**config.mk**
```make
export PLATFORM = sky130hd
export DESIGN_NAME = button_click_hold_classifier
export DESIGN_NICKNAME = d
export VERILOG_FILES = /design/src/design/bchc_pkg.sv /design/src/design/bchc_lane.sv /design/src/design/bchc_merge.sv /design/src/design/button_click_hold_classifier.sv
export SDC_FILE = /design/constraint.sdc
export NUM_CORES = 1
export LEC_CHECK = 0
export BUFFER_PORTS_ARGS = -buffer_cell sky130_fd_sc_hd__buf_4
export CAP_MARGIN = 40
export CELL_PAD_IN_SITES_DETAIL_PLACEMENT = 0
export CELL_PAD_IN_SITES_GLOBAL_PLACEMENT = 2
export CORE_MARGIN = 4
export CORE_UTILIZATION = 35
export CTS_CLUSTER_DIAMETER = 100
export DETAILED_ROUTE_END_ITERATION = 8
export HOLD_SLACK_MARGIN = 0.02
export MAX_ROUTING_LAYER = met4
export PLACE_DENSITY_LB_ADDON = 0.25
export SYNTH_ARGS = -nofsm -noshare
export SYNTH_HDL_FRONTEND = slang
export SYNTH_SLANG_ARGS = --single-unit
```
**constraint.sdc**
```tcl
create_clock -name clock -period 4.1 [get_ports clock]
set_clock_uncertainty 0.05 [all_clocks]
set_input_delay 0.615 -clock clock [delete_from_list [all_inputs] [get_ports clock]]
set_output_delay 0.615 -clock clock [all_outputs]
set_load 0.02 [all_outputs]
```
**src/design/bchc_pkg.sv**
```systemverilog
`timescale 1ns / 1ps

package bchc_pkg;

   localparam int NUM_BUTTONS = 2;

   localparam logic OP_TICK = 1'b0;
   localparam logic OP_READ = 1'b1;

   localparam logic [2:0] EV_NONE    = 3'd0;
   localparam logic [2:0] EV_SINGLE  = 3'd1;
   localparam logic [2:0] EV_RELEASE = 3'd2;
   localparam logic [2:0] EV_DOUBLE  = 3'd3;
   localparam logic [2:0] EV_HOLD    = 3'd4;

   localparam logic [2:0] CSR_TICK_PERIOD = 3'd0;
   localparam logic [2:0] CSR_TIMEOUT0    = 3'd1;

   localparam logic [7:0]  TICK_PERIOD_RESET = 8'd10;
   localparam logic [15:0] TIMEOUT_RESET     = 16'd1000;

   typedef enum logic [2:0] {
      ST_IDLE     = 3'd0,
      ST_PRESSED  = 3'd1,
      ST_RELEASED = 3'd2,
      ST_SECOND   = 3'd3,
      ST_HOLD     = 3'd4
   } state_type;

   typedef struct packed {
      logic       opcode;
      logic [3:0] pin_levels;
      logic [1:0] button_index;
   } req_type;

   typedef struct packed {
      logic [2:0] event_code;
      logic       buzzer_stop;
   } rsp_type;

   typedef struct packed {
      logic tick;
      logic clear;
      logic pressed;
   } lane_ctrl_type;

   typedef struct packed {
      logic [2:0] event_code;
      logic       buzzer_stop;
   } lane_status_type;

endpackage

```
**src/design/bchc_lane.sv**
```systemverilog
`timescale 1ns / 1ps

module bchc_lane
   import bchc_pkg::*;
(
   input  logic            clock,
   input  logic            reset,
   input  lane_ctrl_type   ctrl,
   input  logic [7:0]      period,
   input  logic [15:0]     limit,
   output lane_status_type status
);

   state_type   state_ff, state_in;
   logic [15:0] elapsed_ff, elapsed_in;
   logic [2:0]  latched_ff, latched_in;
   logic [16:0] sum;
   logic [15:0] advanced;
   logic        expired;
   logic        stop;

   assign sum      = {1'b0, elapsed_ff} + {9'd0, period};
   assign advanced = sum[16] ? 16'hFFFF : sum[15:0];
   assign expired  = advanced >= limit;

   // next state
   always_comb begin
      state_in = state_ff;
      case (state_ff)
         ST_IDLE: begin
            if (ctrl.pressed) state_in = ST_PRESSED;
         end
         ST_PRESSED: begin
            if (expired) state_in = ST_HOLD;
            else if (!ctrl.pressed) state_in = ST_RELEASED;
         end
         ST_RELEASED: begin
            if (expired) state_in = ST_IDLE;
            else if (ctrl.pressed) state_in = ST_SECOND;
         end
         ST_SECOND: begin
            if (expired) state_in = ST_HOLD;
            else if (!ctrl.pressed) state_in = ST_IDLE;
         end
         ST_HOLD: begin
            if (!ctrl.pressed) state_in = ST_IDLE;
         end
         default: state_in = ST_IDLE;
      endcase
   end

   // counter, latched event, buzzer stop
   always_comb begin
      elapsed_in = elapsed_ff;
      latched_in = latched_ff;
      stop       = 1'b0;
      case (state_ff)
         ST_IDLE: begin
            if (ctrl.pressed) begin
               elapsed_in = '0;
               latched_in = EV_SINGLE;
            end
         end
         ST_PRESSED: begin
            elapsed_in = advanced;
            if (expired) latched_in = EV_HOLD;
            else if (!ctrl.pressed) latched_in = EV_RELEASE;
         end
         ST_RELEASED: begin
            elapsed_in = advanced;
            if (expired) latched_in = EV_NONE;
            else if (ctrl.pressed) latched_in = EV_DOUBLE;
         end
         ST_SECOND: begin
            elapsed_in = advanced;
            if (expired) latched_in = EV_HOLD;
            else if (!ctrl.pressed) latched_in = EV_DOUBLE;
         end
         ST_HOLD: begin
            if (!ctrl.pressed) begin
               latched_in = EV_NONE;
               stop       = 1'b1;
            end
         end
         default: latched_in = EV_NONE;
      endcase
   end

   always_ff @(posedge clock) begin
      if (reset) begin
         state_ff   <= ST_IDLE;
         elapsed_ff <= '0;
         latched_ff <= EV_NONE;
      end else if (ctrl.tick) begin
         state_ff   <= state_in;
         elapsed_ff <= elapsed_in;
         latched_ff <= latched_in;
      end else if (ctrl.clear) begin
         latched_ff <= EV_NONE;
      end
   end

   assign status.event_code  = latched_ff;
   assign status.buzzer_stop = ctrl.tick & stop;

   a_press_from_idle: assert property (@(posedge clock) disable iff (reset)
      ctrl.tick && state_ff == ST_IDLE && ctrl.pressed
      |=> elapsed_ff == 16'd0 && latched_ff == EV_SINGLE && state_ff == ST_PRESSED)
      else $error("press from idle did not start a new press");

   a_read_clears: assert property (@(posedge clock) disable iff (reset)
      ctrl.clear && !ctrl.tick |=> latched_ff == EV_NONE)
      else $error("read did not clear latched event");

   a_stop_leaves_hold: assert property (@(posedge clock) disable iff (reset)
      status.buzzer_stop |=> state_ff == ST_IDLE && $past(state_ff) == ST_HOLD)
      else $error("buzzer stop without leaving hold");

endmodule

```
**src/design/bchc_merge.sv**
```systemverilog
`timescale 1ns / 1ps

module bchc_merge
   import bchc_pkg::*;
(
   input  req_type         req,
   input  lane_status_type lanes [NUM_BUTTONS],
   output rsp_type         rsp
);

   always_comb begin
      rsp = '0;
      for (int b = 0; b < NUM_BUTTONS; b++) begin
         if (req.opcode == OP_TICK) begin
            rsp.buzzer_stop = rsp.buzzer_stop | lanes[b].buzzer_stop;
         end else if ({1'b0, req.button_index} == 3'(b)) begin
            rsp.event_code = lanes[b].event_code;
         end
      end
   end

endmodule

```
**src/design/button_click_hold_classifier.sv**
```systemverilog
`timescale 1ns / 1ps

// Click and hold classifier for NUM_BUTTONS active-low buttons, one state
// machine per button running side by side. A tick transfer steps every
// button; a read transfer returns one button's latched event and clears it.
// Requests are accepted one per clock unless stalled, and each response
// appears in the output register on the next cycle. The request side stalls
// only while that register holds a response the consumer is stalling.
// Configuration writes take effect on the next cycle and must be issued
// while no response is outstanding.

module button_click_hold_classifier
   import bchc_pkg::*;
(
   input  logic        clock,
   input  logic        reset,
   input  logic        req_valid,
   output logic        req_stall,
   input  req_type     req_data,
   output logic        rsp_valid,
   input  logic        rsp_stall,
   output rsp_type     rsp_data,
   input  logic        csr_write,
   input  logic [2:0]  csr_index,
   input  logic [15:0] csr_wdata
);

   logic [7:0]      period_ff;
   logic [15:0]     timeout_ff [NUM_BUTTONS];
   logic            rsp_valid_ff, rsp_valid_in;
   rsp_type         rsp_data_ff;
   rsp_type         merged;
   logic            accept;
   lane_status_type lane_status [NUM_BUTTONS];

   assign req_stall = rsp_valid_ff & rsp_stall;
   assign accept    = req_valid & ~req_stall;

   always_ff @(posedge clock) begin
      if (reset) begin
         period_ff <= TICK_PERIOD_RESET;
         for (int b = 0; b < NUM_BUTTONS; b++) timeout_ff[b] <= TIMEOUT_RESET;
      end else if (csr_write) begin
         if (csr_index == CSR_TICK_PERIOD) period_ff <= csr_wdata[7:0];
         for (int b = 0; b < NUM_BUTTONS; b++) begin
            if (csr_index == 3'(CSR_TIMEOUT0 + b)) timeout_ff[b] <= csr_wdata;
         end
      end
   end

   for (genvar g = 0; g < NUM_BUTTONS; g++) begin : g_lane
      lane_ctrl_type ctrl;

      assign ctrl.tick    = accept & (req_data.opcode == OP_TICK);
      assign ctrl.clear   = accept & (req_data.opcode == OP_READ)
                            & ({1'b0, req_data.button_index} == 3'(g));
      assign ctrl.pressed = ~req_data.pin_levels[g];

      bchc_lane u_lane (
         .clock  (clock),
         .reset  (reset),
         .ctrl   (ctrl),
         .period (period_ff),
         .limit  (timeout_ff[g]),
         .status (lane_status[g])
      );
   end

   bchc_merge u_merge (
      .req   (req_data),
      .lanes (lane_status),
      .rsp   (merged)
   );

   always_comb begin
      rsp_valid_in = rsp_valid_ff;
      if (accept) rsp_valid_in = 1'b1;
      else if (!rsp_stall) rsp_valid_in = 1'b0;
   end

   always_ff @(posedge clock) begin
      if (reset) rsp_valid_ff <= 1'b0;
      else rsp_valid_ff <= rsp_valid_in;
   end

   always_ff @(posedge clock) begin
      if (accept) rsp_data_ff <= merged;
   end

   assign rsp_valid = rsp_valid_ff;
   assign rsp_data  = rsp_data_ff;

   a_accept_gives_rsp: assert property (@(posedge clock) disable iff (reset)
      accept |=> rsp_valid_ff)
      else $error("accepted request produced no response");

   a_tick_no_event: assert property (@(posedge clock) disable iff (reset)
      accept && req_data.opcode == OP_TICK |=> rsp_data_ff.event_code == EV_NONE)
      else $error("tick response carries an event code");

   a_stall_holds_rsp: assert property (@(posedge clock) disable iff (reset)
      rsp_valid_ff && rsp_stall |=> rsp_valid_ff && $stable(rsp_data_ff))
      else $error("stalled response changed");

endmodule
```
### Word-level counts from Yosys, hierarchy flattened

Memories as Yosys holds them, arrays and structs flattened.
Index checks and enable logic that the tools add are counted.

| storage, ports and cells | value |
|---|---|
| memory bits (writable) | 32 |
| bits in registers | 57 |
| memories kept | 1 |
| word-level logic and storage cells | 131 |
| output and inout port bits | 6 |

Memory list:

| memory | depth | bits a word | read ports | clocked after memory_dff | wr ports | line | source |
|---|---|---|---|---|---|---|---|
| timeout_ff | 2 | 16 | 2 | 0 | 2 | button_click_hold_classifier.sv:29 | `logic [15:0] timeout_ff [NUM_BUTTONS];` |

| operators by class | value |
|---|---|
| add/subtract/negate cells | 2 |
| mux-type cells | 58 |
| $lt $le $gt $ge | 2 |
| bitwise gates (word level) | 13 |
| equal/unequal tests | 28 |
| reduce and logical (&&, ||, !) cells | 17 |

Operator list:

| cell | number |
|---|---|
| $mux W16 | 6 |
| $mux W3 | 28 |
| $pmux W16 S2 | 2 |
| $pmux W3 S5 | 4 |
| $add A16 B8 Y17 | 2 |
| $ge A16 B16 Y1 | 2 |
| $mux W1 | 18 |
| $eq A3 B2 Y1 const B | 5 |
| $ne A3 B2 Y1 const B | 4 |
| $ne A3 B3 Y1 const B | 4 |
| $ne A4 B3 Y1 const B | 3 |
| $ne A4 B4 Y1 const B | 3 |
| $reduce_and A6 Y1 | 2 |
| $eq A3 B1 Y1 const B | 3 |
| $logic_not A3 Y1 | 3 |
| $and A1 B1 Y1 | 8 |
| $reduce_and A4 Y1 | 2 |
| $reduce_bool A2 Y1 | 4 |
| $eq A3 B3 Y1 const B | 2 |
| $reduce_and A3 Y1 | 2 |
| $reduce_or A3 Y1 | 2 |
| $ne A2 B2 Y1 const B | 2 |
| $or A1 B1 Y1 | 3 |
| $eq A2 B1 Y1 const B | 1 |
| other kinds (4) | 5 |

### Depth between registers and ports, before layout

| logic depth | value |
|---|---|
| depth after elaboration | 8 |
| depth in mapped cells | 16 |
| depth with buffers taken out | 15 |

### By module

From an unflattened synthesis, not the netlist that was laid out.

| second synthesis, totals | value |
|---|---|
| cells, all modules | 662 |
| area total of the unflattened synthesis | 5,811.8 um^2 |

By module, submodules not included:

| module | area an instance (um^2) | cells an instance | instances |
|---|---|---|---|
| bchc_lane | 2,033.2 | 273 | 2 |
| button_click_hold_classifier | 1,690.4 | 107 | 1 |
| bchc_merge | 55.1 | 9 | 1 |

### Worst setup path after synthesis

OpenSTA, ideal clock, no wires.

| timing path | value |
|---|---|
| kind | register to register |
| start point | reg period_ff[0] |
| end point | reg g_lane[1].u_lane.latched_ff[0] |
| data arrival time | 3.983 ns |
| path slack | -0.020 ns |
| path buffers | 1 |
| cell stages (with the launch flop) | 17 |
| period minus slack after synthesis | 4.120 ns |
| required time | 3.963 ns |
| cells stage by stage | dfxtp_1 -> ha_1 -> fa_1 -> a21o_1 -> a21oi_1 -> o21a_1 -> nor2_1 -> nand3_1 -> mux2_2 -> ha_1 -> nand4_1 -> or3_1 -> or4_1 -> and3_4 -> buf_6 -> a2111o_1 -> o31ai_1 |

| between the ends | value |
|---|---|
| longest elaborated chain between the ends | 6 |

Ends and longest elaborated chain:

| item | line | source |
|---|---|---|
| start: declaration | button_click_hold_classifier.sv:28 | `logic [7:0] period_ff;` |
| start signal: assignment | button_click_hold_classifier.sv:44 | `if (csr_index == CSR_TICK_PERIOD) period_ff <= csr_wdata[7:0];` |
| $add A16 B8 Y17 * | bchc_lane.sv:22 | `assign sum = {1'b0, elapsed_ff} + {9'd0, period};` |
| $mux W16 * | bchc_lane.sv:23 | `assign advanced = sum[16] ? 16'hFFFF : sum[15:0];` |
| $ge A16 B16 Y1 * | bchc_lane.sv:24 | `assign expired = advanced >= limit;` |
| $mux W3, on equally long branches | bchc_lane.sv:76, bchc_lane.sv:66, bchc_lane.sv:71 |  |
| $pmux W3 S5 | bchc_lane.sv:57 | `case (state_ff)` |
| $mux W3 | bchc_lane.sv:94 | `end else if (ctrl.tick) begin` |
| end signal: assignment | bchc_lane.sv:97 | `latched_ff <= latched_in;` |
| end: declaration | bchc_lane.sv:16 | `logic [2:0] latched_ff, latched_in;` |

Every way passes the cells marked *; elsewhere a longest branch is shown, timed or not.
A chain may end at the register's enable or synchronous reset.

### Worst setup path in the final report

Same ends and word-level chain as after synthesis.

==> summary.txt <==
Route
  – Routed length per placed instance: approximately 16 um
  – DR vias: about 4800
  – Initial drt markers: between 200 and 300
  – Antenna violation net count after detailed routing: 0
  – Number of detailed-routing iterations run before antenna repair: 4
  – Total DRC errors in the routed layout: 0
  – Wire length after detailed routing: 14700 um
  – Avg Vias per Cell: 5.23

STA
  – Hold violation count in the final report: 0
  – Final setup violating endpoints: 0
  – Period Utilization, post-route: approximately 95%
  – Tightest hold margin: 0.404 ns
  – Max-slew violation total from the final report: 0
  – Transition at the pin with the smallest max-transition slack: 0.837 ns
  – Top achievable clock speed: roughly 260 MHz
  – Total Negative Setup Slacks: 0 ns
  – Tightest slew margin relative to the limit: 43.8%
  – Final worst setup slack: 0.191 ns
  – Min Tclk post-route: ~4 ns
  – Setup repair after global routing missed its margin: true

Global routing
  – Initial antenna violation count: 0
  – Met2 Track Usage GR: 26.3%
  – Global Route Usage Sum: 17.0%
  – Met1 usage: 22.8%
  – Pin count of the biggest net entering global routing: 44
  – Global-route wire length before repair: 23700 um
  – Grt total ovfl: 0
  – Via count of the first global-routing pass: 4559
  – Met3 track demand over resource in global routing: 3.98%
  – Most Used Layer, Global Route: met2

Worst setup path
  – Setup Crit Path Kind: register to register
  – WP buf/inv: 0
  – WP depth: 15
  – Largest stage delay, worst path: 0.44 ns
  – Crit path from: period_ff[0]
  – Logic depth of the worst register-to-register path: 15
  – Crit start category: register
  – Critical path's slowest cell: or4_4
  – Reg-to-reg startpoint: period_ff[0]
  – WP data required: 4.32 ns
  – Family with the most delay on the worst path: simple AND/OR/NAND/NOR gates
  – Crit Reg-Reg Endpoint: g_lane[1].u_lane.latched_ff[0]
  – Top cell by count, worst path: ha_4
  – Destination of the critical timing path: g_lane[1].u_lane.latched_ff[0]
  – Worst-case register-to-register setup slack: 0.19 ns
  – Critical path endpoint category: register
  – Chain of cells forming the critical path: ha_4 > fa_2 > a21o_1 > a21oi_2 > o21a_2 > nor2_4 > nand3_2 > mux2_4 > ha_4 > nand4_1 > or3_1 > or4_4 > and3_4 > a2111o_1 > o31ai_1
  – Crit Path Max Fanout: 6
  – Critical Path AT: 4.13 ns

Clock network
  – H-tree Lvls: 3
  – Clock tree from TritonCTS: built
  – Clock-pin slew on the worst setup and hold paths: 0.07 ns
  – Clock latency at the later pin of the worst-skew pair: 0.36 ns
  – Sink count of the clock tree: 89
  – Master cell of the clock root buffer: clkbuf_16
  – Cts bufs inserted: 9
  – Maximum clock insertion buffer count: 2
  – Number of buffers inserted for hold repair after clock tree synthesis: 0

Placement
  – Routability Congestion: 0.811
  – Detailed-placement wirelength estimate: 11100 um
  – Number of port buffers: 34
  – Area after DPL: about 6300 sq um
  – Worst setup slack before clock tree synthesis: -0.0852 ns
  – Number of cells in the design after placement: 894

Pwr
  – Leakage power figure: 2.88 nW
  – Pwr per Cell Area: 303 nW/um^2
  – Maximum VDD drop: 0.000229 V
  – Final Total Pwr: 2.06 mW

Final layout
  – Layout cell share with drive strength beyond 1: 19.9%
  – Diode insertion count for antenna repair: 0
  – Post-Layout Inst Area: between 6000 and 7000 sq um
  – Count of nets after finishing: 779
  – FILL cells: 1570
  – Final Instance Count excl. Fillers: approximately 900
  – Synthesis-to-layout area growth: 22.1%
  – Util after Layout: about 44%

Die
  – Total core area: roughly 15000 sq um
  – I/O pin total: 37
  – Total number of placement rows: 45
  – Die outline area: 18000 sq um
  – Initial core utilization: a little over a third
  – Horizontal die dimension: 134 um
  – Die boundary height: 134 um

Synth
  – Post-Synthesis Net Count: 709
  – Syn Area/Cell: 8.89 sq um
  – Post-synthesis cell area: 5580 sq um
  – Top_reg_cell synth: dfxtp_1
  – Total number of yosys warnings: 0
  – Cell count after synthesis: 628
  – Seq/Total Area, Yosys: 38.4%
  – Seq cells post-synth: 89
  – Post-synth EDFFs: 36
  – Asr flop ratio synth: 0%
  – Count of distinct cell types in the synthesized netlist: 67

Run
  – Max cap viols: 0

Hold path
  – Hold/Removal Path Class: register to register
  – Count of cells along the worst hold path: 1

Outcome
  – Outcome: finished, final reports clean
==> worst reg2reg max path, stage by stage, from the launching register on <==
cell,delay [ns]
dfxtp_2,0.35
ha_4,0.17
fa_2,0.36
a21o_1,0.18
a21oi_2,0.16
o21a_2,0.18
nor2_4,0.06
nand3_2,0.10
mux2_4,0.32
ha_4,0.27
nand4_1,0.15
or3_1,0.39
or4_4,0.44
and3_4,0.22
a2111o_1,0.36
o31ai_1,0.06
==> sequential cells by signal, summed over array words and instances (netlist names) <==
name / count
g_lane.u_lane.elapsed_ff: 32
timeout_ff: 32
period_ff: 8
g_lane.u_lane.state_ff: 6
rsp_valid: 1
g_lane.u_lane.latched_ff: 6
rsp_data: 4
==> area by class of cell <==
class	instances	area, sq um	area share (%)
multi-input combinational	467	3280	48.1
sequential	89	2140	31.5
timing repair buffer	83	637	9.35
tap	211	264	3.88
clock buffer	9	225	3.31
inverter	48	180	2.64
clock inverter	7	87.6	1.29
==> routing by layer <==
metal | wire length, um | share of wire, %
met1 | 7130 | 49
met5 | 0 | 0
met4 | 178 | 1.2
met2 | 6860 | 47
met3 | 534 | 3.6
==> cells by family (layout without fill, tap and decap cells) <==
kind of cell	after synthesis	in the layout	share of synthesized area (%)
buffers and inverters	72	147	5.54
DFF	89	89	38.4
muxes	5	5	0.942
xor gates and xnor gates	16	16	2.51
and+or+nand+nor	212	212	19.4
AOI/OAI and AO/OA	184	184	21.8
adders and majority gates	50	50	11.5
==> worst min path at each step <==
stage / start / end / slack (ns)
global route: csr_wdata[3] / period_ff[3] / 0.42
CTS: g_lane[0].u_lane.latched_ff[1] / g_lane[0].u_lane.latched_ff[1] / 0.41
detailed placement: g_lane[0].u_lane.latched_ff[1] / g_lane[0].u_lane.latched_ff[1] / 0.39
floorplan: g_lane[0].u_lane.latched_ff[1] / g_lane[0].u_lane.latched_ff[1] / 0.38
global placement: g_lane[0].u_lane.latched_ff[1] / g_lane[0].u_lane.latched_ff[1] / 0.40
finish: g_lane[0].u_lane.latched_ff[1] / g_lane[0].u_lane.latched_ff[1] / 0.40
==> synthesized netlist by cell type (5+ instances only) <==
cell      count  share of area (%)
nand2_1      69                4.6
or3_1         8               0.90
a21bo_2       5               0.90
and2_1       11                1.2
a31oi_1       7               0.78
nor2b_1       5               0.56
nand4_1      10                1.1
nor3_1       17                1.5
a211oi_1     10                1.3
clkbuf_1     19                1.3
nor2_1       30                2.0
ha_1         48                 11
inv_1        47                3.2
edfxtp_1     36                 19
xnor2_1      12                1.9
nand3_1      18                1.6
nand2b_1     18                2.0
dfxtp_1      53                 19
o21ai_0      28                2.5
o21a_1        8                1.1
a21o_1       16                2.2
a22o_1       13                2.0
a21oi_1      61                5.5
==> placed cells by master, fill, tap and decap left out, types with 5 or more instances in the layout <==
cell type	netlist	final
a31oi_1	7	5
nand4_1	10	10
a211oi_1	10	10
buf_4	0	80
and2_1	11	11
a22o_1	13	13
nor3_1	17	15
edfxtp_1	36	36
nor2_1	30	29
dfxtp_1	53	52
or3_1	8	7
clkbuf_16	0	9
nor2b_1	5	5
a21oi_1	61	57
ha_1	48	46
o21a_1	8	7
a21bo_2	5	5
nand2_1	69	69
xnor2_1	12	12
inv_1	47	47
a21o_1	16	16
nand2b_1	18	18
o21ai_0	28	24
nand3_1	18	16
==> report_power, final <==
part / internal [mW] / switching (mW) / leakage, nW
clock network: 0.487 / 0.398 / 0.148
registers: 0.953 / 0.0190 / 0.782
logic: 0.0877 / 0.119 / 1.95
==> repair_timing <==
action | in CTS | in global routing
gates resized for setup | 3 | 28
endpoints found under the setup margin | 3 | 10
buffers inserted | 0 | 4
pin swaps | 2 | 7
Note: power is estimated with default switching activity, not from simulation.
